`src/rtl/hsnc_pkg.sv`:
```
// hsnc_pkg: shared types and constants for the terrain cell normal classifier
// used by every module under rtl

package hsnc_pkg;

    localparam int HW = 16;

    typedef enum logic [1:0] {
        REG_SLOT_SIZE  = 2'd0,
        REG_MAX_HEIGHT = 2'd1,
        REG_FLAT_TOL   = 2'd2,
        REG_STEEP_TOL  = 2'd3
    } t_reg_idx;

    typedef struct packed {
        logic [15:0] h0;
        logic [15:0] h1;
        logic [15:0] h2;
        logic [15:0] h3;
        logic        restart;
    } t_cell;

    typedef enum logic [3:0] {
        ST_IDLE,
        ST_SUMSQ,
        ST_SQRT,
        ST_DIV,
        ST_NEXT,
        ST_DOT,
        ST_DONE
    } t_state;

endpackage

```
`src/rtl/hsnc_front.sv`:
```
// hsnc_front: height scaling stage, one cell per cycle into the queue unless the queue stalls
// depends on hsnc_pkg

module hsnc_front (
    input  logic               i_clk,
    input  logic               i_rst_n,
    input  logic               i_valid,
    output logic               o_stall,
    input  logic [7:0]         i_hnl,
    input  logic [7:0]         i_hfl,
    input  logic [7:0]         i_hfr,
    input  logic [7:0]         i_hnr,
    input  logic               i_restart,
    input  logic [15:0]        i_max_height,
    output logic               o_valid,
    input  logic               i_stall,
    output hsnc_pkg::t_cell    o_cell
);
    import hsnc_pkg::*;

    logic   r_valid;
    t_cell  r_cell;

    function automatic logic [15:0] f_scale(input logic [7:0] raw, input logic [15:0] mh);
        logic [23:0] p;
        logic [24:0] t;
        logic [24:0] q;
        begin
            p = raw * mh;
            t = {1'b0, p} + 25'd127;
            // divide by 255 via reciprocal that never overshoots, then fix-up
            q = 25'((49'(t) * 49'd131586) >> 25);
            if (t - q * 25'd255 >= 25'd255) q = q + 25'd1;
            f_scale = q[15:0];
        end
    endfunction

    assign o_stall = r_valid && i_stall;
    assign o_valid = r_valid;
    assign o_cell  = r_cell;

    always_ff @(posedge i_clk) begin
        if (!i_rst_n) begin
            r_valid <= 1'b0;
        end else if (!o_stall) begin
            r_valid <= i_valid;
        end
        if (!o_stall && i_valid) begin
            r_cell.h0      <= f_scale(i_hnl, i_max_height);
            r_cell.h1      <= f_scale(i_hfl, i_max_height);
            r_cell.h2      <= f_scale(i_hfr, i_max_height);
            r_cell.h3      <= f_scale(i_hnr, i_max_height);
            r_cell.restart <= i_restart;
        end
    end
endmodule

```
`config.mk`:
```
export PLATFORM = sky130hd
export DESIGN_NAME = hsnc_front
export DESIGN_NICKNAME = d
export VERILOG_FILES = /design/src/rtl/hsnc_pkg.sv /design/src/rtl/hsnc_front.sv
export SDC_FILE = /design/constraint.sdc
export NUM_CORES = 2
export LEC_CHECK = 0
export BUFFER_PORTS_ARGS = -buffer_cell sky130_fd_sc_hd__buf_2
export CORE_MARGIN = 1
export CORE_UTILIZATION = 45
export DETAILED_ROUTE_END_ITERATION = 8
export HOLD_SLACK_MARGIN = 0.12
export PLACE_DENSITY = 0.62
export SYNTH_ARGS = -nofsm -noshare
export SYNTH_HDL_FRONTEND = slang
export SYNTH_SLANG_ARGS = --single-unit
```
`constraint.sdc`:
```
create_clock -name i_clk -period 18.6 [get_ports i_clk]
set_input_delay 3.72 -clock i_clk [delete_from_list [all_inputs] [get_ports i_clk]]
set_output_delay 3.72 -clock i_clk [all_outputs]
set_load 0.01 [all_outputs]
```
== Word level (Yosys, flattened, before mapping) ==
Cells that the tools add are included.
Word-level totals
  bits in registers: 66
  word-level logic and storage cells: 41
  output and inout bits: 67
  bits of input ports: 53
Cells by class
  reductions and logical operators: 3
  $mul: 12
  add/subtract/negate cells: 12
  multiplexer cells: 4
  $lt $le $gt $ge: 4
Operators with widths (number)
  25-bit by 17-bit multiplier with 42-bit output, second input constant: 4
  24-bit by 7-bit adder with 25-bit output, second input constant: 4
  25-bit by 8-bit >= comparator with 1-bit output, second input constant: 4
  18-bit by 8-bit multiplier with 25-bit output, second input constant: 4
  25-bit subtractor: 4
  8-bit by 16-bit multiplier with 24-bit output: 4
  16-bit by 1-bit adder with 16-bit output, second input constant: 4
  16-bit two-way mux: 4
  1-bit logical AND: 2
  1-bit logical NOT: 1

== Logic depth before layout (Yosys ltp) ==
  depth after elaboration: 7
  gate-level depth with buffers: 61
  gate-level depth less buffers: 57

== Worst setup path before layout ==
No wires, ideal clock.
  path kind: in2reg
  start: input port i_max_height[3]
  end: register r_cell, in the netlist o_cell[64], data pin
  stages on the path: 56
  data required time: 18.320 ns
  setup time: 0.280 ns
  path slack: 1.160 ns
  arrival time: 17.160 ns
  cell sequence: clkbuf_1 > nand2_1 > fa_1 > inv_1 > fa_1 > fa_1 > inv_1 > fa_1 > inv_1 > ha_1 > o21a_1 > o31a_1 > o31ai_1 > a211o_1 > a21boi_1 > o21ai_0 > or4b_2 > o311a_1 > (+20 left out) > inv_1 > fa_1 > inv_1 > fa_1 > inv_1 > ha_1 > clkbuf_1 > a21oi_1 > o21ai_0 > a2111oi_0 > nand3_1 > o211ai_1 > nor4_1 > nand4_1 > and4bb_1 > or3b_2 > nor4_4 > xnor2_1
Between the ends
  cells in the longest elaborated chain, start to end: 7
  elaborated cells between the ends (all ways): 8
  classes of those cells: add/sub: 3; mul: 3; order compare: 1; mux: 1
RTL lines
  start, declared: line hsnc_front.sv:14  | input logic [15:0] i_max_height,
  8-bit by 16-bit multiplier with 24-bit output *: line hsnc_front.sv:29  | p = raw * mh;
  24-bit by 7-bit adder with 25-bit output *: line hsnc_front.sv:30  | t = {1'b0, p} + 25'd127;
  25-bit by 17-bit multiplier with 42-bit output: line hsnc_front.sv:32  | q = 25'((49'(t) * 49'd131586) >> 25);
  18-bit by 8-bit multiplier with 25-bit output: line hsnc_front.sv:33  | if (t - q * 25'd255 >= 25'd255) q = q + 25'd1;
  25-bit subtractor: line hsnc_front.sv:33
  25-bit by 8-bit >= comparator with 1-bit output: line hsnc_front.sv:33
  16-bit two-way mux *: line hsnc_front.sv:33
  end, declared: line hsnc_front.sv:22  | t_cell r_cell;
Mark *: on every way between the ends. The rest lies on a longest branch, timed or not.
A chain may end at the register's enable or synchronous reset.

== Worst setup path after layout ==
  start: input port i_max_height[4]
  end: register r_cell, in the netlist o_cell[9], data pin
The elaborated chain is that of the path after synthesis.

==> impl.org <==
** Clock network
- TritonCTS clock tree :: done
- Clock-pin slew was measured on the worst setup and hold paths at 0.06 ns.
- Clock tree synthesis inserted a total of 9 buffers.
- In this run the number of H-tree levels came out at 3.
- The clock drives 66 sinks.
- For this design, the CTS-stage hold fixing added 0 buffers.
- In this run the clock root is driven by a sky130_fd_sc_hd__clkbuf_16.
- The later pin in the worst-skew pair is clocked with a latency of 0.38 ns.
- No sink is reached through more buffers than the 2 on the longest clock path.

** Worst hold path
- For hold timing, the worst endpoint is o_valid.
- Along the worst hold path, the cell count comes to 2.
- In this run the worst hold path is classified as flop to flop.
- Hold Path Origin :: o_valid

** Drt
- The detailed router finished its first iteration with 1876 violations.
- The final route contains 36162 vias.
- In the routed layout, each cell is associated on average with a via count of 5.186.
- Routed WL per cell :: 16.26 um
- Final antenna-violating net count :: 0
- For this run, design rule violations remaining after detail routing come to 0.
- The first TritonRoute pass finished after 5 iterations.
- The routed design has 113400 um of wire.

** Layout
- Total number of nets in the final design :: 7152
- Ratio of cells with drive above 1 in the final layout :: 5.722%
- Compared with the post-synthesis result, the final layout area differs by 6.502%.

** Floorplan
- Row Count :: 118
- Area of the core :: 103900 sq um
- For this design the top-level I/O count stands at 120.
- Floorplan die area :: 106500 sq um
- Overall die width :: 326.3 um
- For this configuration, the core starts out at a cell density of 45.53%.
- The die is 326.3 um tall.

** GRT
- Total grt overflow :: 0
- Global routing used 21.75% of the available tracks.
- The first global-routing pass estimated 189700 um of wire.
- The initial antenna violation count was 3.
- Number of global-route vias before repair :: 36895
- Largest net degree at the start of global routing :: 44

** Critical path
- Endpoint kind of the worst setup timing path :: flop
- Critical register-to-register path startpoint :: o_valid
- For the worst setup path, the data required time is 18.70 ns.
- Data arrival at the endpoint of the critical path :: 17.93 ns
- Crit path buffers/inverters :: 12
- The largest single stage delay on the critical path is 0.56 ns.
- Family with the most delay on the worst path :: adder cells
- In this run the critical register-to-register path is captured at o_cell[46].
- Startpoint of the most critical setup path :: i_max_height[4]
- In this run the register-to-register setup slack is 16.42 ns.
- FF-to-FF path depth :: 3
- Max Fanout on Critical Path :: 22
- Kind of critical path :: input pin to flop
- Kind of start point of the critical path :: input pin
- Cell with the largest stage delay on the worst path :: sky130_fd_sc_hd__fa_1

** Placement
- DP Wirelength :: 99070 um
- Post-Place Worst Slack :: 0.08910 ns
- Number of buffers added on ports :: 119
- The congestion estimate from routability-driven global placement came to 0.8935.

** Yosys
- Primary FF master, synth :: sky130_fd_sc_hd__edfxtp_1
- During synthesis, Yosys emitted a total of 0 warnings.
- After synthesis, the mean cell area works out to 8.626 sq um.
- Of all flip-flops after synthesis, the portion carrying an async set or reset was 0%.
- Post-Synthesis Net Count :: 7051
- By area, the combinational part of the netlist is dominated by adder cells.
- The synthesized design contains 65 enable-type register cells.
- Number of unique standard cell types used by synthesis :: 96
- Counting every instance in the synthesized netlist gives 5486.
- Synth Area in Adders :: 51.74%
- Of the total synthesized cell area, the portion taken by XOR and XNOR cells is 6.142%.
- Synth Cell Area :: 47320 sq um
- The synthesized netlist devotes 11.40% of its cell area to compound gates.
- Multiplexer area fraction after synthesis :: 0.4574%
- Of the synthesized area, sequential elements account for 4.167%.
- Simple-gate share of the synthesized area :: 14.49%
- Post-synthesis register bit count :: 66

** STA
- Worst-Margin Slew :: 1.135 ns
- Dividing the final minimum period by the clock period gives 95.83%.
- Final hold violation count :: 0
- Final setup vio count :: 0
- Worst hold slack after final layout :: 0.6797 ns
- Maximum frequency from static timing analysis :: 0.05610 GHz
- On the final layout, the worst clock skew is 0.005633 ns.
- Headroom to the max-slew limit :: 23.80%
- Tmin final :: 17.82 ns
- Final setup margin :: 0.7753 ns
- Max-slew violation total from the final report :: 0

** Run status
- Outcome :: finished, final reports clean

** Flow run
- Count of max-cap constraint violations :: 0
==> timing repair <==
item                                   in CTS  in global routing
setup endpoints to repair                   0                 48
endpoints found under the hold margin       0                  0
buffers inserted                            0                  2
gates resized for setup                     0                 36
==> layout by cell type (no fill, tap or decap), types with 58 or more instances in the layout <==
cell type,instances
sky130_fd_sc_hd__inv_1,1320
sky130_fd_sc_hd__ha_1,786
sky130_fd_sc_hd__fa_1,724
sky130_fd_sc_hd__and2_1,393
sky130_fd_sc_hd__nand2_1,308
sky130_fd_sc_hd__xnor2_1,214
sky130_fd_sc_hd__nor2_1,203
sky130_fd_sc_hd__a21oi_1,197
sky130_fd_sc_hd__o21ai_0,128
sky130_fd_sc_hd__xor2_1,111
sky130_fd_sc_hd__buf_2,110
sky130_fd_sc_hd__buf_4,103
sky130_fd_sc_hd__a21o_1,102
sky130_fd_sc_hd__edfxtp_1,65
sky130_fd_sc_hd__o21a_1,63
sky130_fd_sc_hd__nand3_1,58
sky130_fd_sc_hd__nor3_1,58
==> routing by layer <==
layer  vias to the layer above  share of wire (%)  global-route usage [%]
met5                         -              0.011                       0
met4                         2                1.5                   4.195
met3                        73                3.6                   1.700
met2                       631                 45                   35.17
met1                     17744                 49                   31.87
li1                      17712                  -                       -
==> cell usage after synthesis, types with 13 or more instances <==
| cell | number | area [sq um] |
|---|---|---|
| sky130_fd_sc_hd__xnor2_1 | 218 | 1909 |
| sky130_fd_sc_hd__or3_1 | 17 | 106.4 |
| sky130_fd_sc_hd__nand4_1 | 56 | 350.3 |
| sky130_fd_sc_hd__nor2b_1 | 44 | 275.3 |
| sky130_fd_sc_hd__clkbuf_1 | 119 | 446.7 |
| sky130_fd_sc_hd__o21ai_0 | 129 | 645.6 |
| sky130_fd_sc_hd__a211oi_1 | 32 | 240.2 |
| sky130_fd_sc_hd__o211ai_1 | 28 | 210.2 |
| sky130_fd_sc_hd__a211o_1 | 16 | 140.1 |
| sky130_fd_sc_hd__inv_1 | 1321 | 4959 |
| sky130_fd_sc_hd__nor3_1 | 59 | 295.3 |
| sky130_fd_sc_hd__maj3_1 | 13 | 130.1 |
| sky130_fd_sc_hd__or2_2 | 16 | 100.1 |
| sky130_fd_sc_hd__o2111ai_1 | 13 | 113.9 |
| sky130_fd_sc_hd__nand2_1 | 308 | 1156 |
| sky130_fd_sc_hd__a31oi_1 | 14 | 87.58 |
| sky130_fd_sc_hd__edfxtp_1 | 65 | 1952 |
| sky130_fd_sc_hd__xor2_1 | 112 | 980.9 |
| sky130_fd_sc_hd__a21o_1 | 102 | 765.7 |
| sky130_fd_sc_hd__o21a_1 | 63 | 473.0 |
| sky130_fd_sc_hd__and2_1 | 394 | 2465 |
| sky130_fd_sc_hd__mux2i_1 | 16 | 160.2 |
| sky130_fd_sc_hd__o21bai_1 | 25 | 187.7 |
| sky130_fd_sc_hd__nand3_1 | 58 | 290.3 |
| sky130_fd_sc_hd__nor4_1 | 16 | 100.1 |
| sky130_fd_sc_hd__nor2_1 | 204 | 765.7 |
| sky130_fd_sc_hd__a21oi_1 | 202 | 1011 |
| sky130_fd_sc_hd__and3_1 | 34 | 212.7 |
| sky130_fd_sc_hd__fa_1 | 724 | 14490 |
| sky130_fd_sc_hd__nand2b_1 | 40 | 250.2 |
| sky130_fd_sc_hd__ha_1 | 788 | 9859 |
==> registers in the layout, indices dropped and copies added, names as in the netlist <==
name,cells
o_cell,65
o_valid,1
==> how the worst max path moves through the flow <==
stage	to	slack, ns	cells after the start
finish	o_cell[9]	0.78	56
global route	o_cell[64]	-0.0002	56
CTS	o_cell[18]	0.46	55
detailed placement	o_cell[64]	0.09	53
global placement	o_cell[9]	0.15	56
floorplan	o_cell[64]	1.16	56
==> metrics by stage <==
step	util [%]	std cells	instance area, sq um	setup TNS [ns]
6_report	48.49	6973	50400	0
5_1_grt	48.48	6972	50390	-0.0002274
4_1_cts	48.35	6970	50250	0
3_5_place_dp	48.02	6954	49910	0
3_3_place_gp	48.02	6954	49910	0
2_1_floorplan	-	5486	47320	0
==> cell type report <==
class	count	area, sq um
fill	10115	53540
multi-input combinational	3963	39970
inverter	1324	4970
sequential	66	1972
tap	1380	1727
timing repair buffer	223	1411
clock buffer	9	225.2
clock inverter	7	117.6
antenna	1	2.502
==> worst register-to-register path: stages (launching register included) <==
cell and delay [ns]:
sky130_fd_sc_hd__dfxtp_1 0.31, sky130_fd_sc_hd__and2_1 0.18, sky130_fd_sc_hd__nor2b_4 0.56, sky130_fd_sc_hd__buf_4 0.65
==> cells by family after synthesis <==
family	Yosys count
adders and majority gates	1525
buffers and inverters	1457
and+or+nand+nor	1297
AOI/OAI and AO/OA	789
xor gates and xnor gates	331
DFF	66
muxes	21
Power is not shown: default switching activity piles up to over one toggle a cycle in this logic, so the estimate is an artifact.
