File: config.mk
export PLATFORM = sky130hd
export DESIGN_NAME = hsnc_queue
export DESIGN_NICKNAME = d
export VERILOG_FILES = /design/src/rtl/hsnc_pkg.sv /design/src/rtl/hsnc_queue.sv
export SDC_FILE = /design/constraint.sdc
export NUM_CORES = 1
export LEC_CHECK = 0
export ABC_AREA = 1
export BUFFER_PORTS_ARGS = -buffer_cell sky130_fd_sc_hd__buf_2
export CORE_MARGIN = 4
export CORE_UTILIZATION = 48
export DETAILED_ROUTE_END_ITERATION = 10
export PLACE_DENSITY = 0.8
export SLEW_MARGIN = 40
export SYNTH_ARGS = -nofsm -noshare
export SYNTH_HDL_FRONTEND = slang
export SYNTH_SLANG_ARGS = --single-unit
export TNS_END_PERCENT = 30
File: constraint.sdc
create_clock -name i_clk -period 5.09 [get_ports i_clk]
set_clock_uncertainty 0.15 [all_clocks]
set_input_delay 1.018 -clock i_clk [delete_from_list [all_inputs] [get_ports i_clk]]
set_output_delay 1.018 -clock i_clk [all_outputs]
set_load 0.1 [all_outputs]
File: src/rtl/hsnc_pkg.sv
// hsnc_pkg: shared types and constants for the terrain cell normal classifier
// used by every module under rtl

package hsnc_pkg;

    localparam int HW = 16;

    typedef enum logic [1:0] {
        REG_SLOT_SIZE  = 2'd0,
        REG_MAX_HEIGHT = 2'd1,
        REG_FLAT_TOL   = 2'd2,
        REG_STEEP_TOL  = 2'd3
    } t_reg_idx;

    typedef struct packed {
        logic [15:0] h0;
        logic [15:0] h1;
        logic [15:0] h2;
        logic [15:0] h3;
        logic        restart;
    } t_cell;

    typedef enum logic [3:0] {
        ST_IDLE,
        ST_SUMSQ,
        ST_SQRT,
        ST_DIV,
        ST_NEXT,
        ST_DOT,
        ST_DONE
    } t_state;

endpackage

File: src/rtl/hsnc_queue.sv
// hsnc_queue: two-entry fifo between front and back
// depends on hsnc_pkg

module hsnc_queue (
    input  logic            i_clk,
    input  logic            i_rst_n,
    input  logic            i_valid,
    output logic            o_stall,
    input  hsnc_pkg::t_cell i_cell,
    output logic            o_valid,
    input  logic            i_take,
    output hsnc_pkg::t_cell o_cell
);
    import hsnc_pkg::*;

    t_cell      r_mem [2];
    logic       r_wp;
    logic       r_rp;
    logic [1:0] r_cnt;
    logic       w_push;
    logic       w_pop;

    assign o_stall = (r_cnt == 2'd2);
    assign o_valid = (r_cnt != 2'd0);
    assign o_cell  = r_mem[r_rp];
    assign w_push  = i_valid && !o_stall;
    assign w_pop   = i_take && o_valid;

    always_ff @(posedge i_clk) begin
        if (!i_rst_n) begin
            r_wp  <= 1'b0;
            r_rp  <= 1'b0;
            r_cnt <= 2'd0;
        end else begin
            if (w_push) r_wp <= ~r_wp;
            if (w_pop) r_rp <= ~r_rp;
            r_cnt <= r_cnt + 2'(w_push) - 2'(w_pop);
        end
        if (w_push) r_mem[r_wp] <= i_cell;
    end
endmodule

=== Yosys cells after proc, flatten, opt, wreduce, memory -nomap -nowiden ===
Memories as Yosys holds them, arrays and structs flattened. A register that Yosys moved wholly into a read port is not among the register bits.
Index checks and enable logic that the tools add are counted.

* Flip-flop bits (word level): 4
* RAM bits: 130
* Bits of input ports: 69
* Output and inout port bits: 67
* Logic and storage cells: 17
* Memories kept: 1

* Add/sub/neg operators: 2
* Equality and inequality tests: 1
* Muxes and demuxes: 4
* Bitwise gates (word level): 2
* Reduce and logical (&&, ||, !) cells: 4

{| class="wikitable"
|+ Memories
! name !! depth !! bits a word !! rd ports !! clocked after memory_dff !! write ports !! line !! source
|-
| r_mem || 2 || 65 || 1 || 1 || 1 || hsnc_queue.sv:16 || <nowiki>t_cell r_mem [2];</nowiki>
|}

{| class="wikitable"
|+ Operators with widths
! kind !! count
|-
| $mux 1 || 4
|-
| $add 2x1->2 || 1
|-
| $eq 2x2->1 const B || 1
|-
| $logic_and 1x1->1 || 2
|-
| $not 1->1 || 2
|-
| $reduce_bool 2->1 || 1
|-
| $sub 2x1->2 || 1
|-
| $logic_not 1->1 || 1
|}

=== Depth between registers and ports, before layout ===
Gate-level depths: netlist (run 1).

* Depth in word-level cells: 5
* Mapped depth: 11
* Depth with buffers taken out: 11

=== Worst setup path after synthesis (run 1) ===
OpenSTA, ideal clock, no wires.

* Path type: input -> register
* Start point: in i_valid
* End point: mem r_mem[0][0] in the netlist's numbering (enable)
* Arrival: 3,803 ps
* Setup slack: 649 ps
* Stages on the path: 2
* Buffers on the path: 0
* Cell sequence: nand2_1 -> nor2_1

* Cells in the longest elaborated chain, start to end: 3

{| class="wikitable"
|+ RTL lines
! item !! line !! source
|-
| start: declaration || hsnc_queue.sv:7 || <nowiki>input logic i_valid,</nowiki>
|-
| $logic_and 1x1->1 || hsnc_queue.sv:26 || <nowiki>assign w_push = i_valid && !o_stall;</nowiki>
|-
| $mux 1 || hsnc_queue.sv:39 || <nowiki>if (w_push) r_mem[r_wp] <= i_cell;</nowiki>
|-
| $mux 1 (implied by the code) || hsnc_queue.sv:39 ||
|-
| end: declaration || hsnc_queue.sv:16 ||
|}

Every way passes these cells.

==> flow_metrics.env, run 1 <==
export IMPL_status="completed"
export IMPL_synth_distinct_cells=12
export IMPL_fin_util=0.632
export IMPL_drt_pass1_iter_count=4
export IMPL_hold_path_startpoint="r_rp$_SDFFE_PN0P_"
export IMPL_synth_largest_area_cell="edfxtp_1"
export IMPL_avgSynthCellArea_um2=21.5
export IMPL_synth_nets=310
export IMPL_cts_hold_buf=0
export IMPL_synthCells=239
export IMPL_synth_seq_cells=135
export IMPL_fin_crit_sh=0.605
export IMPL_drt_iter0_markers=103
export IMPL_dp_hpwl_mm=5.91
export IMPL_clockRootBuffer="clkbuf_8"
export IMPL_ctsResizeCount=0
export IMPL_final_cell_count_no_fill=540
export IMPL_multi_input_area_um2=1040
export IMPL_r2r_start="r_cnt[0]$_SDFF_PN0_"
export IMPL_syn_area_um2=5140
export IMPL_rsz0062_at_grt="false"
export IMPL_die_w_um=111
export IMPL_critPathRequiredTime_ps=3920
export IMPL_core_um2=10400
export IMPL_numCtsBuffers=17
export IMPL_relSlewSlack=0.482
export IMPL_antenna_cells=0
export IMPL_totalWireLength_mm=8.72
export IMPL_grt_overflow=0
export IMPL_drc_errors=0
export IMPL_layout_drive_gt1_share=0.579
export IMPL_ant_nets=0
export IMPL_rows=37
export IMPL_post_drt_wl_per_cell_um=16.1
export IMPL_cts_tree="done"
export IMPL_pin_count=136
export IMPL_path_max_fanout=31
export IMPL_n_fill_cell=757
export IMPL_path_class="flop to output port"
export IMPL_grt_max_degree=36
export IMPL_yosys_warnings=0
export IMPL_vias=2577
export IMPL_yosysSeqAreaShare=0.779
export IMPL_area_delta_synth_final_pct=27.6
export IMPL_antenna_found_initial=0
export IMPL_crit_arrival_ps=1910
export IMPL_routed_via_density=4.77
export IMPL_period_needed_ps=3080
export IMPL_dp_cells=508
export IMPL_clock_path_buffers=2
export IMPL_grt_usage=0.147
export IMPL_start_kind="flop"
export IMPL_grt_pass1_vias=2815
export IMPL_synth_top_area_share=0.759
export IMPL_holdCritPathClass="flop to flop"
export IMPL_setup_viol=0
export IMPL_die_h_um=111
export IMPL_initial_core_util=0.496
export IMPL_worst_slew_pin_transition_ps=775
export IMPL_regArea_um2=4010
export IMPL_die_area_um2=12400
export IMPL_clk_pin_slew_ps=60
export IMPL_cts_sink_count=135
export IMPL_port_buffers=135
export IMPL_fin_setup_tns_ps=0
export IMPL_fmax_mhz=325
export IMPL_cts_htree_levels=4
export IMPL_slew_violations=0
export IMPL_worst_setup_path_end_kind="output port"
export IMPL_cts_setup_buffers=0
export IMPL_finish_net_count=462
export IMPL_maxCapViolCount=0
export IMPL_hold_viol=0
export IMPL_grt_pass1_wl_mm=13.9
export IMPL_place_congestion=0.682
export IMPL_worstSkewPairLatency_ps=510
export IMPL_ys_top_cells_by_area="edfxtp_1 76%, mux2_4 15%, mux2_2 3.3%, dfxtp_1 1.9%, buf_6 1.3%"
[stage by stage]
stage	instance area (um^2)	hold WS (ps)	setup WS [ps]
floorplan	5140	317	649
global placement	5950	334	2040
detailed placement	6020	346	2190
CTS	6560	360	1960
global route	6560	398	1920
finish	6560	354	2010
[synthesized netlist by cell type]
library cell,n
edfxtp_1,130
mux2_4,50
mux2_2,15
nand2_1,9
inv_1,8
nor2_1,8
buf_6,6
dfxtp_1,5
nand3_1,3
a21oi_1,2
ha_1,2
buf_2,1
[placed cells by master (no fill, tap or decap), types with 3 or more instances in the layout]
cell type  netlist  routed
buf_2            1     135
edfxtp_1       130     130
mux2_4          50      50
clkbuf_16        0      16
mux2_2          15      15
nand2_1          9       9
inv_1            8       7
nor2_1           8       7
clkinv_2         0       5
clkbuf_1         0       5
dfxtp_1          5       4
nand3_1          3       3
buf_12           0       3
[cells by family after synthesis]
kind of cell / count (synthesis) / synth area share
simple gates: 20 / 0.0153
flops: 135 / 0.779
compound gates: 2 / 0.00195
fa+ha+maj: 2 / 0.00487
mux: 65 / 0.179
buf+inv: 15 / 0.0200
[state kept, by name, summed over array words and instances (netlist names), named ones only]
name / cells
r_mem: 130
r_rp: 1
r_cnt: 2
r_wp: 1
[path summary, 6_finish.rpt]
kind | endpoint | slack [ps] | depth (start not counted)
max | o_cell[4] | 2010 | 3
min | flop | 350 | 2
max reg2reg | r_mem[1][11]$_DFFE_PP_ | 2840 | 5
min reg2reg | flop | 350 | 2
[final cells by class]
type / count / area share
sequential: 135 / 0.611
tap: 136 / 0.0259
timing repair buffer: 140 / 0.118
clock buffer: 22 / 0.0660
multi-input combinational: 89 / 0.159
clock inverter: 10 / 0.0160
inverter: 8 / 0.00458
[worst max-delay path, cell delays in order (launching register included)]
cell	delay, ps
dfxtp_4	470
buf_12	260
mux2_2	360
buf_2	290
[layer usage]
metal	up-vias	GRT usage	wire length, um	part of all wire
met5	-	0	0	0
met1	1235	0.161	3460	0.40
met2	96	0.255	4500	0.52
met4	0	0.0714	175	0.020
li1	1230	-	-	-
met3	16	0.0489	586	0.067
Power of run 1 is not shown: default switching activity piles up to over one toggle a cycle in this logic, so the estimate is an artifact.
==> run 2: changes to the inputs <==
--- a/config.mk
+++ b/config.mk
@@ -5,7 +5,7 @@
 export SDC_FILE = /design/constraint.sdc
 export NUM_CORES = 1
 export LEC_CHECK = 0
-export ABC_AREA = 1
+export ABC_AREA = 0
 export BUFFER_PORTS_ARGS = -buffer_cell sky130_fd_sc_hd__buf_2
 export CORE_MARGIN = 4
 export CORE_UTILIZATION = 48
==> constraint.sdc (replaced) <==
create_clock -name i_clk -period 2.92 [get_ports i_clk]
set_clock_uncertainty 0.15 [all_clocks]
set_input_delay 0.584 -clock i_clk [delete_from_list [all_inputs] [get_ports i_clk]]
set_output_delay 0.584 -clock i_clk [all_outputs]
set_load 0.1 [all_outputs]
==> run 2 against run 1 <==
Compared with the run above: critical path depth unchanged; count of clock-buffer cells in the layout decreased by 4; die area shrank 0.18%; synthesized cell count shrank 4.6%; hold slack lost 250 ps; wire length increased by 0.19%; register-to-register slack lost 1800 ps; non-clock buffer count shrank 1; critical path type unchanged; critical endpoint is now o_cell[12].
==> flow_metrics.env, run 2 <==
export IMPL_status="completed"
export IMPL_r2r_slack_ps=1020
export IMPL_synthCells=228
export IMPL_ant_nets=0
export IMPL_worst_slew_pin_transition_ps=502
export IMPL_r2r_end="r_mem[0][19]$_DFFE_PP_"
export IMPL_synth_seq_cells=135
export IMPL_slew_violations=0
export IMPL_setup_viol=0
export IMPL_drt_pass1_iter_count=4
export IMPL_critPathRequiredTime_ps=2190
export IMPL_drt_iter0_markers=79
export IMPL_drc_errors=0
export IMPL_n_fill_cell=778
export IMPL_synth_largest_area_cell="edfxtp_1"
export IMPL_crit_arrival_ps=2040
export IMPL_synthArstFlopShare=0
export IMPL_grt_pass1_wl_mm=13.7
export IMPL_crit_path_max_incr_delay_ps=590
export IMPL_cts_hold_buf=0
export IMPL_area_delta_synth_final_pct=28.6
export IMPL_yosysMostFrequentCell="edfxtp_1"
export IMPL_worstSkewPairLatency_ps=510
export IMPL_holdCritPathClass="primary input to flop"
export IMPL_synth_enable_flop_cells=130
export IMPL_fmax_mhz=361
export IMPL_port_buffers=135
export IMPL_rsz0062_at_grt="false"
export IMPL_core_um2=10400
export IMPL_cts_htree_levels=4
export IMPL_grt_pass1_vias=2744
export IMPL_top_register="r_mem"
export IMPL_cp_slowest_cell="dfxtp_4"
export IMPL_synth_main_ff_cell="edfxtp_1"
export IMPL_dp_hpwl_mm=5.88
export IMPL_reg_top3="r_mem (130), r_cnt (2)"
export IMPL_synth_nets=299
export IMPL_path_class="flop to output port"
export IMPL_die_h_um=111
export IMPL_die_w_um=111
export IMPL_antenna_found_initial=0
export IMPL_reg2reg_depth=4
export IMPL_path_cells="buf_12 > mux2_2 > buf_2"
export IMPL_path_max_fanout=23
export IMPL_finish_net_count=450
export IMPL_worst_setup_path_end_kind="output port"
export IMPL_vias=2544
export IMPL_yosysSeqAreaShare=0.780
export IMPL_routed_via_density=4.82
export IMPL_fin_crit_sh=0.949
export IMPL_relSlewSlack=0.668
export IMPL_yosys_warnings=0
export IMPL_cts_setup_buffers=0
export IMPL_antenna_cells=0
export IMPL_initial_core_util=0.495
export IMPL_grt_max_degree=57
export IMPL_largest_register_ff_count=130
export IMPL_die_area_um2=12400
export IMPL_numCtsBuffers=17
export IMPL_layout_commonest_cell="buf_2"
export IMPL_cts_sink_count=135
export IMPL_totalWireLength_mm=8.74
export IMPL_place_congestion=0.674
export IMPL_maxCapViolCount=0
export IMPL_fin_setup_tns_ps=0
export IMPL_clockRootBuffer="clkbuf_8"
export IMPL_whs_path_depth=1
export IMPL_clk_pin_slew_ps=60
export IMPL_post_drt_wl_per_cell_um=16.5
export IMPL_grt_usage=0.147
export IMPL_syn_area_um2=5130
export IMPL_rows=37
export IMPL_ys_top_cells_by_area="edfxtp_1 76%, mux2_4 15%, mux2_2 3.3%, dfxtp_1 2.0%, buf_6 1.3%"
export IMPL_ys_top_cells_by_count="130 x edfxtp_1, 50 x mux2_4, 15 x mux2_2"
export IMPL_cts_tree="done"
export IMPL_ctsResizeCount=0
export IMPL_regArea_um2=4010
export IMPL_holdPathEnd="r_mem[0][0]$_DFFE_PP_"
export IMPL_mostFrequentLayoutCells="135 x buf_2, 130 x edfxtp_1, 50 x mux2_4"
export IMPL_layout_drive_gt1_share=0.599
export IMPL_synth_top_area_share=0.761
export IMPL_pin_count=136
export IMPL_r2r_start="r_cnt[0]$_SDFF_PN0_"
export IMPL_multi_input_area_um2=1050
export IMPL_hold_path_startpoint="i_cell[0]"
export IMPL_synth_distinct_cells=18
export IMPL_period_needed_ps=2770
export IMPL_clock_path_buffers=2
export IMPL_hold_viol=0
export IMPL_grt_overflow=0
export IMPL_avgSynthCellArea_um2=22.5
export IMPL_start_kind="flop"
run 2: changes by cell type after synthesis, sizes merged, moves of 2 or more:
cell / change
xnor2: +2
inv: -5
nor2: -4
nand2b: +2
nand3: -3
nand2: -7
a21oi: -2
run 2: cells by family (layout without fill, tap and decap cells):
logic type                 after synthesis  in the layout  synth area share
AOI/OAI and AO/OA                        1              1           0.00146
xor gates and xnor gates                 3              3           0.00512
adders and majority gates                2              2           0.00488
buffers and inverters                   10            174            0.0163
DFF                                    135            135             0.780
muxes                                   66             66             0.181
and+or+nand+nor                         11             11            0.0105
run 2: area by class of cell:
class / instances / area share
clock buffers: 18 / 0.0633
inverters: 3 / 0.00171
well taps: 136 / 0.0258
clock inverters: 14 / 0.0275
flip-flops and latches: 135 / 0.607
repair buffers: 139 / 0.115
multi-input cells: 83 / 0.160
run 2: metrics by stage:
step / area (um^2) / instances / hold slack (ps) / util / worst slack, ps
finish: 6600 / 528 / 108 / 0.636 / 148
detailed placement: 6000 / 496 / 358 / 0.579 / 680
floorplan: 5140 / 228 / 331 / - / 179
CTS: 6600 / 528 / 73.9 / 0.636 / 98.0
global route: 6600 / 528 / 68.8 / 0.636 / 62.1
global placement: 6000 / 496 / 347 / 0.579 / 685
run 2: how the worst max path moves through the flow:
stage	to	slack [ps]	cells past startpoint
floorplan	r_mem[1][0]$_DFFE_PP_	180	1
global placement	o_cell[6]	680	3
detailed placement	o_cell[12]	680	3
CTS	o_cell[12]	100	3
global route	o_cell[12]	60	3
finish	o_cell[12]	150	3
run 2: metal layers:
layer,up-vias,wire [um],GRT usage
met5,-,0,0
met4,0,138,0.0657
met3,15,584,0.0603
met2,93,4560,0.250
met1,1242,3460,0.163
li1,1194,-,-
run 2: worst max-delay path: cells and delay by family (launching register included):
| family | cells | cell delay, ps |
|---|---|---|
| buffers and inverters | 2 | 540 |
| flip-flops | 1 | 590 |
| multiplexers | 1 | 370 |
Power of run 2 is left out for the same reason.
