===== src/rtl/hsnc_pkg.sv =====
// hsnc_pkg: shared types and constants for the terrain cell normal classifier
// used by every module under rtl

package hsnc_pkg;

    localparam int HW = 16;

    typedef enum logic [1:0] {
        REG_SLOT_SIZE  = 2'd0,
        REG_MAX_HEIGHT = 2'd1,
        REG_FLAT_TOL   = 2'd2,
        REG_STEEP_TOL  = 2'd3
    } t_reg_idx;

    typedef struct packed {
        logic [15:0] h0;
        logic [15:0] h1;
        logic [15:0] h2;
        logic [15:0] h3;
        logic        restart;
    } t_cell;

    typedef enum logic [3:0] {
        ST_IDLE,
        ST_SUMSQ,
        ST_SQRT,
        ST_DIV,
        ST_NEXT,
        ST_DOT,
        ST_DONE
    } t_state;

endpackage


===== src/rtl/hsnc_back.sv =====
// hsnc_back: sequencer that normalizes three vectors with one shared
// square root and divider, then the flatness tests; depends on hsnc_pkg

module hsnc_back #(
    parameter int NORMAL_FRAC_BITS = 14
) (
    input  logic            i_clk,
    input  logic            i_rst_n,
    input  logic            i_valid,
    output logic            o_take,
    input  hsnc_pkg::t_cell i_cell,
    input  logic [15:0]     i_slot_size,
    input  logic [15:0]     i_flat_tol,
    input  logic [15:0]     i_steep_tol,
    output logic            o_valid,
    input  logic            i_stall,
    output logic [15:0]     o_normal_x,
    output logic [15:0]     o_normal_y,
    output logic [15:0]     o_normal_z,
    output logic [15:0]     o_mean_height,
    output logic            o_is_flat,
    output logic [15:0]     o_peak_height
);
    import hsnc_pkg::*;

    localparam int F  = NORMAL_FRAC_BITS;
    // signed component: height differences need 17 bits, the sum vector F+3
    localparam int CW = (F + 3 > 17) ? F + 3 : 17;
    localparam int SW = 2 * CW + 4;     // sum of squares
    localparam int RW = SW + 16;        // radicand
    localparam int LW = RW / 2 + 1;     // root
    localparam int NW = CW + F + 8;     // dividend
    localparam int DW = 2 * F + 4;      // dot product

    t_state r_st, n_st;
    logic signed [CW-1:0] r_c [3];      // vector being normalized
    logic signed [CW-1:0] r_u [3][3];   // results: n0, n1, n
    logic [1:0]  r_vec;
    logic [1:0]  r_comp;
    logic [SW-1:0] r_ss;
    logic [RW-1:0] r_rem;
    logic [LW-1:0] r_root;
    logic [$clog2(RW/2+1)-1:0] r_it;
    logic [NW-1:0] r_num;
    logic [LW:0]   r_part;
    logic [$clog2(NW+1)-1:0] r_dit;
    logic [15:0] r_peak;
    logic [15:0] r_mean;
    logic        r_restart;
    logic        r_ovalid;
    logic signed [DW-1:0] r_dot;
    logic        r_flat;
    logic [15:0] r_ox, r_oy, r_oz, r_omean, r_opeak;

    // one root step
    logic [RW-1:0] w_rad;
    logic [RW-1:0] w_trial;
    logic [RW-1:0] w_rem2;
    logic [LW+1:0] w_pdiv;
    logic [CW-1:0] w_mag;
    logic [CW-1:0] w_mag_sel;
    logic [LW-1:0] w_len;
    logic [NW-1:0] w_q;
    logic [CW-1:0] w_m;
    logic [17:0]   w_hsum;
    logic [15:0]   w_s;
    logic signed [DW-1:0] w_prod;

    assign w_s = (i_slot_size == 16'd0) ? 16'd1 : i_slot_size;
    assign w_len = (r_root == '0) ? LW'(1) : r_root;
    assign w_mag_sel = r_c[r_comp] < 0 ? CW'(-r_c[r_comp]) : CW'(r_c[r_comp]);
    assign w_mag = w_mag_sel;
    assign w_hsum = 18'(i_cell.h0) + 18'(i_cell.h1) + 18'(i_cell.h2)
                  + 18'(i_cell.h3) + 18'd2;

    // radicand bits consumed two at a time, msb first
    assign w_rad   = {r_ss, 16'd0};
    assign w_rem2  = {r_rem[RW-3:0], w_rad[RW-1-2*int'(r_it) -: 2]};
    assign w_trial = RW'({r_root, 2'b01});
    // restoring divide one quotient bit a step: num/len with half-len bias pre-added
    assign w_pdiv = {r_part, r_num[NW-1]};
    assign w_q = r_num;
    assign w_m = (w_q > NW'(1 << F)) ? CW'(1 << F) : CW'(w_q);
    assign w_prod = DW'(r_u[0][r_comp]) * DW'(r_u[1][r_comp]);

    assign o_take = (r_st == ST_IDLE) && i_valid && !(r_ovalid && i_stall);
    assign o_valid = r_ovalid;
    assign o_normal_x = r_ox;
    assign o_normal_y = r_oy;
    assign o_normal_z = r_oz;
    assign o_mean_height = r_omean;
    assign o_is_flat = r_flat;
    assign o_peak_height = r_opeak;

    always_comb begin
        n_st = r_st;
        unique case (r_st)
            ST_IDLE:  if (o_take) n_st = ST_SUMSQ;
            ST_SUMSQ: if (r_comp == 2'd2) n_st = ST_SQRT;
            ST_SQRT:  if (int'(r_it) == RW/2 - 1) n_st = ST_DIV;
            ST_DIV:   if (int'(r_dit) == NW + 1 && r_comp == 2'd2) n_st = ST_NEXT;
            ST_NEXT:  n_st = (r_vec == 2'd2) ? ST_DOT : ST_SUMSQ;
            ST_DOT:   if (r_comp == 2'd2) n_st = ST_DONE;
            ST_DONE:  if (!(r_ovalid && i_stall)) n_st = ST_IDLE;
            default:  n_st = ST_IDLE;
        endcase
    end

    always_ff @(posedge i_clk) begin
        if (!i_rst_n) begin
            r_st     <= ST_IDLE;
            r_ovalid <= 1'b0;
            r_peak   <= 16'd0;
        end else begin
            r_st <= n_st;
            if (r_ovalid && !i_stall && r_st != ST_DONE) r_ovalid <= 1'b0;
            unique case (r_st)
                ST_IDLE: if (o_take) begin
                    r_c[0] <= CW'($signed({1'b0, i_cell.h0}) - $signed({1'b0, i_cell.h3}));
                    r_c[1] <= CW'($signed({1'b0, w_s}));
                    r_c[2] <= CW'($signed({1'b0, i_cell.h0}) - $signed({1'b0, i_cell.h1}));
                    r_mean <= w_hsum[17:2];
                    r_restart <= i_cell.restart;
                    r_vec <= 2'd0;
                    r_comp <= 2'd0;
                    r_ss <= '0;
                    r_u[2][0] <= CW'($signed({1'b0, i_cell.h1}) - $signed({1'b0, i_cell.h2}));
                    r_u[2][2] <= CW'($signed({1'b0, i_cell.h3}) - $signed({1'b0, i_cell.h2}));
                end
                ST_SUMSQ: begin
                    r_ss <= r_ss + SW'(w_mag) * SW'(w_mag);
                    r_comp <= (r_comp == 2'd2) ? 2'd0 : r_comp + 2'd1;
                    r_rem <= '0;
                    r_root <= '0;
                    r_it <= '0;
                end
                ST_SQRT: begin
                    if (w_rem2 >= w_trial) begin
                        r_rem  <= w_rem2 - w_trial;
                        r_root <= {r_root[LW-2:0], 1'b1};
                    end else begin
                        r_rem  <= w_rem2;
                        r_root <= {r_root[LW-2:0], 1'b0};
                    end
                    r_it <= r_it + 1'b1;
                    r_comp <= 2'd0;
                    r_dit <= '0;
                end
                ST_DIV: begin
                    if (r_dit == '0) begin
                        r_num  <= (NW'(w_mag) << (F + 8)) + NW'(w_len >> 1);
                        r_part <= '0;
                        r_dit  <= r_dit + 1'b1;
                    end else if (int'(r_dit) <= NW) begin
                        if (w_pdiv >= (LW+2)'(w_len)) begin
                            r_part <= (LW+1)'(w_pdiv - (LW+2)'(w_len));
                            r_num  <= {r_num[NW-2:0], 1'b1};
                        end else begin
                            r_part <= w_pdiv[LW:0];
                            r_num  <= {r_num[NW-2:0], 1'b0};
                        end
                        r_dit <= r_dit + 1'b1;
                    end else begin
                        r_u[r_vec][r_comp] <= (r_c[r_comp] < 0) ? -$signed(w_m) : $signed(w_m);
                        r_comp <= (r_comp == 2'd2) ? 2'd0 : r_comp + 2'd1;
                        r_dit <= '0;
                    end
                end
                ST_NEXT: begin
                    r_ss <= '0;
                    r_comp <= 2'd0;
                    r_dot <= '0;
                    if (r_vec == 2'd0) begin
                        r_c[0] <= r_u[2][0];
                        r_c[1] <= CW'($signed({1'b0, w_s}));
                        r_c[2] <= r_u[2][2];
                    end else begin
                        r_c[0] <= r_u[0][0] + r_u[1][0];
                        r_c[1] <= r_u[0][1] + r_u[1][1];
                        r_c[2] <= r_u[0][2] + r_u[1][2];
                    end
                    r_vec <= r_vec + 2'd1;
                end
                ST_DOT: begin
                    r_dot <= r_dot + w_prod;
                    r_comp <= r_comp + 2'd1;
                end
                ST_DONE: if (!(r_ovalid && i_stall)) begin
                    r_ovalid <= 1'b1;
                    r_ox <= 16'(r_u[2][0]);
                    r_oy <= 16'(r_u[2][1]);
                    r_oz <= 16'(r_u[2][2]);
                    r_omean <= r_mean;
                    // signed compares: the rounded dot may exceed one
                    r_flat <= ((((DW+18)'(1) << (2*F)) - (DW+18)'(r_dot)) << 16)
                                < $signed((DW+18)'(i_flat_tol) << (2*F))
                           && (((((DW+18)'(1) << F) - (DW+18)'(r_u[2][1])) << 16)
                                < $signed((DW+18)'(i_steep_tol) << F));
                    if (r_restart) begin
                        r_peak  <= r_mean;
                        r_opeak <= r_mean;
                    end else begin
                        r_peak  <= (r_mean > r_peak) ? r_mean : r_peak;
                        r_opeak <= (r_mean > r_peak) ? r_mean : r_peak;
                    end
                end
                default: ;
            endcase
        end
    end
endmodule


===== config.mk =====
export PLATFORM = sky130hd
export DESIGN_NAME = hsnc_back
export DESIGN_NICKNAME = d
export VERILOG_FILES = /design/src/rtl/hsnc_pkg.sv /design/src/rtl/hsnc_back.sv
export SDC_FILE = /design/constraint.sdc
export NUM_CORES = 2
export LEC_CHECK = 0
export CORE_MARGIN = 3
export CORE_UTILIZATION = 35
export CTS_CLUSTER_SIZE = 28
export DETAILED_ROUTE_END_ITERATION = 16
export DONT_BUFFER_PORTS = 1
export HOLD_SLACK_MARGIN = 0.08
export PLACE_DENSITY = 0.56
export SETUP_SLACK_MARGIN = 0.5
export SLEW_MARGIN = 20
export SYNTH_ARGS = -nofsm -noshare
export SYNTH_HDL_FRONTEND = slang
export SYNTH_SLANG_ARGS = --single-unit

===== constraint.sdc =====
create_clock -name i_clk -period 15.98 [get_ports i_clk]
set_input_delay 1.598 -clock i_clk [delete_from_list [all_inputs] [get_ports i_clk]]
set_output_delay 1.598 -clock i_clk [all_outputs]
set_load 0.005 [all_outputs]

; Yosys cells after proc, flatten, opt, wreduce, memory -nomap -nowiden
; Memories as Yosys holds them, arrays and structs flattened. A register that Yosys moved wholly into a read port is not among the register bits.
; Cells that the tools add are included.
[totals]
ff_bits = 352
mem_bits_rw = 204
input_bits = 117
output_inout_bits = 83
mem_count = 2
[memory_table]
columns = memory, words, word_bits, rd, rd_ports_with_merged_regs, wr, line_no
row1 = r_u, 3, 51, 3, 0, 1, hsnc_back.sv:37  ; logic signed [CW-1:0] r_u [3][3];
row2 = r_c, 3, 17, 1, 1, 3, hsnc_back.sv:36  ; logic signed [CW-1:0] r_c [3];
[classes]
add_sub_neg = 25
multipliers = 2
magnitude_cmp = 10
eq_ne = 19
n_shift = 1
n_mux = 75
n_bitwise = 8
reduce_logical = 35
[ops]
columns = op, n
row1 = $mux W17, 14
row2 = $mux W51, 3
row3 = $pmux W38 S3, 1
row4 = $pmux W52 S2, 1
row5 = $mux W39, 2
row6 = $bmux W17 S2, 2
row7 = $sub A16 B16 Y17, 4
row8 = $pmux W32 S2, 1
row9 = $mux W29, 2
row10 = $pmux W28 S2, 1
row11 = $shiftx A55 B7 Y2, 1
row12 = $ge A54 B30 Y1, 1
row13 = $mux W52, 1
row14 = $sub A52 B30 Y52, 1
row15 = $add A17 B17 Y17, 3
row16 = $reduce_or A51 Y1, 1
row17 = $lt A49 B45 Y1, 1
row18 = $mux W16, 3
row19 = $add A39 B27 Y39, 1
row20 = $gt A39 B15 Y1 const B, 1
row21 = $add A38 B34 Y38, 1
row22 = $mux W38, 1
row23 = $demux W17 S2, 1
row24 = $lt A34 B31 Y1, 1
row25 = other kinds (58), 126

; Longest topological paths before layout
[depth]
word_depth = 9
mapped_depth = 36
mapped_depth_nobuf = 33

; Worst setup path before layout
; Ideal clock, no wire load.
[synth_path]
path_kind = register to register
start = register with a tool-made name
end = register r_ss[34] (data pin)
setup_ps = 270
arrival_time_ps = 8065
required_ps = 15710
slack_ps = 7645
stages_incl_launch_ff = 35
synth_period_minus_slack_ps = 8335
path_cell_list = dfxtp_1 buf_4 mux2_2 mux2i_1 ha_1 nand3_1 or3_1 o21ai_1 xnor2_1 inv_2 clkbuf_1 nand2_1 inv_1 fa_1 inv_1 fa_1 inv_1 fa_1 fa_1 fa_1 inv_1 fa_1 inv_1 ha_1 a21o_1 a211oi_1 or3_1 o21a_1 o211ai_1 a31oi_1 a21oi_1 a221oi_1 nand2b_1 a211oi_1 nor3_1
[synth_rtl]
columns = element, line_no
row1 = to (signal assigned), hsnc_back.sv:131  ; r_ss <= r_ss + SW'(w_mag) * SW'(w_mag);
row2 = to (decl), hsnc_back.sv:40  ; logic [SW-1:0] r_ss;

==> impl_metrics.json <==
{
  "crit_arrival_ns": 10.39,
  "nets": 6841,
  "crit_top_cell": "fa_1",
  "clockBufferDepth": 3,
  "fin_skew_ns": 0.0672,
  "track_usage_pct": 20.1,
  "ys_ff_latch": 557,
  "grt_first_pass_wirelength_microns": 252000,
  "synth_top_family_by_area": "adder cells",
  "slew_headroom_pct": 23.7,
  "routed_wl_microns": 161000,
  "pin_count": 200,
  "crit_type": "reg -> reg",
  "path_clk_slew_ns": 0.06,
  "yosysWarningCount": 0,
  "detail_route.wl_per_cell_microns": 20.7,
  "rsz0062_at_grt": "no",
  "cts.sinks": 557,
  "drive_above_1_share_pct": 4.67,
  "utilization_pct": 38.5,
  "synth.area.top_cells": "edfxtp_1 29%, fa_1 21%, ha_1 10%, inv_1 6.9%, nor2_1 3.9%",
  "synth_top_area_cell": "edfxtp_1",
  "tightest_slew_ns": 1.14,
  "grt.overflow.total": 0,
  "die_w_microns": 403,
  "worst_slack_ns": 5.97,
  "pre_cts_ws_ns": 6.22,
  "synth_compound_area_share_pct": 10.8,
  "start_kind": "flip-flop",
  "rows": 145,
  "dr.pass1.iters": 6,
  "ctsHoldBuffers": 0,
  "postSynthCellCount": 5704,
  "synthAdderAreaFrac_pct": 31.7,
  "max_stage_delay_ns": 0.86,
  "endpoint_kind": "flip-flop",
  "routed-via-count": 40200,
  "grt_pass1_vias": 41900,
  "drv_cap": 0,
  "htree_levels": 3,
  "yosys.area_share.xor_xnor_pct": 4.70,
  "synth_most_common_cell": "inv_1",
  "tns_ns": 0,
  "post_cts_resized": 0,
  "hold_viol_final": 0,
  "hp-class": "reg -> reg",
  "required_ns": 16.36,
  "antenna_left": 0,
  "synthTopCellsByCount": "1,013 x inv_1, 590 x fa_1, 568 x nor2_1",
  "drt_iter0_markers": 3125,
  "multi_input_area_sq_um": 34400,
  "gp_congestion": 0.924,
  "initial_utilization_pct": 35.3,
  "die_area_sq_um": 162000,
  "root_buffer": "clkbuf_16",
  "fillers": 15600,
  "muxShareOfSynthArea_pct": 2.19,
  "crit_fanout": 17,
  "period_needed_ns": 10.01,
  "setup_viol": 0,
  "drc_errors": 0,
  "fmax_mhz": 99.9,
  "synth-edff-count": 535,
  "crit_path_top_delay_cell": "dfxtp_1",
  "ys_types": 89,
  "cts_tree": "done",
  "synth_top_area_share_pct": 29.1,
  "hpwl_microns": 130000,
  "antenna_found_initial": 9,
  "areaGrowthSynthToFinish_pct": 9.08,
  "avgSynthCellArea_sq_um": 9.67,
  "critical_path_buf_inv_count": 6,
  "grt_max_degree": 75,
  "synth_async_sr_flop_share_pct": 0,
  "status": "finished clean",
  "yosys.area_share.simple_pct": 12.5,
  "synth_ff_type": "edfxtp_1",
  "core_sq_um": 156000,
  "syn_area_sq_um": 55200,
  "final_max_slew_viol_count": 0,
  "io_buffers": 0,
  "fin_crit_sh_pct": 62.7,
  "vias_per_cell": 5.16,
  "seqCellArea_sq_um": 16500,
  "cts_made_buffers": 71,
  "path_delay_family": "adder cells",
  "postCtsSetupRepairBufs": 0,
  "clk_latency_ns": 0.71,
  "dieHeight_microns": 403,
  "yosysSeqAreaShare_pct": 29.9
}
[path summary, 6_finish.rpt]
| kind | slack [ns] | from | end | depth (start not counted) |
|---|---|---|---|---|
| worst min register to register | 0.47 | r_u[2][34]$_DFFE_PP_ | o_normal_x[0]$_DFFE_PP_ | 0 |
| worst max-delay path | 5.97 | flip-flop | r_ss[34]$_SDFFCE_PN0P_ | 32 |
| worst max register to register | 5.97 | flip-flop | r_ss[34]$_SDFFCE_PN0P_ | 32 |
| worst min-delay path | 0.47 | r_u[2][34]$_DFFE_PP_ | o_normal_x[0]$_DFFE_PP_ | 0 |
[per-layer routing]
metal | vias to the layer above | track usage (%) | routed length (microns)
met5 | - | 0 | 21
met4 | 4 | 6.55 | 5650
met3 | 247 | 4.24 | 11800
met2 | 1198 | 32.8 | 74900
met1 | 20000 | 26.8 | 69000
li1 | 18800 | - | -
[registers in the layout (all words and copies together), names as in the netlist, 3 cells and up, named ones only]
name / cells
o_peak_height: 16
r_dit: 6
r_c: 51
r_ss: 38
r_dot: 32
r_u: 153
r_part: 29
o_normal_y: 16
o_normal_x: 16
r_it: 5
r_mean: 16
r_peak: 16
r_num: 39
o_normal_z: 16
r_st: 3
o_mean_height: 16
r_rem: 52
r_root: 28
[per-stage QoR]
step	instances	instance area [sq um]	hold slack, ns
floorplan	5714	55200	0.422
global placement	7664	57700	0.443
detailed placement	7664	57700	0.436
CTS	7793	60200	0.459
global route	7793	60200	0.475
finish	7796	60200	0.466
[cell usage in the layout (no fill, tap or decap), types with 38 or more instances in the layout]
cell and instances:
xnor2_1 181, clkbuf_16 72, a211oi_1 42, edfxtp_1 535, a21oi_1 293, nand3_1 80
nor4_1 38, xor2_1 115, a21o_1 128, ha_1 454, nor2b_1 44, nand2_1 496
o21a_1 45, fa_1 590, nand2b_1 48, mux2i_1 95, buf_4 62, or3_1 41
nor2_1 564, o21ai_0 229, inv_1 1013, nor3_1 82
[final cells by class]
class / instances / area share, %
Tap cell: 2058 / 4.28
Antenna cell: 3 / 0.0125
Timing Repair Buffer: 62 / 0.773
Sequential cell: 557 / 27.4
Clock buffer: 76 / 3.02
Inverter: 1018 / 6.35
Multi-Input combinational cell: 3969 / 57.1
Clock inverter: 53 / 1.01
[logic make-up (layout without fill, tap and decap cells)]
family	after synthesis	after routing
and+or+nand+nor	1554	1554
buffers and inverters	1188	1209
adders and majority gates	1046	1046
AOI/OAI and AO/OA	951	951
DFF	557	557
xor gates and xnor gates	296	296
muxes	110	110
other	2	15
Power is left out: the tool's default activity adds up to more than one toggle a clock period on the data nets, which glitch-free logic cannot reach.
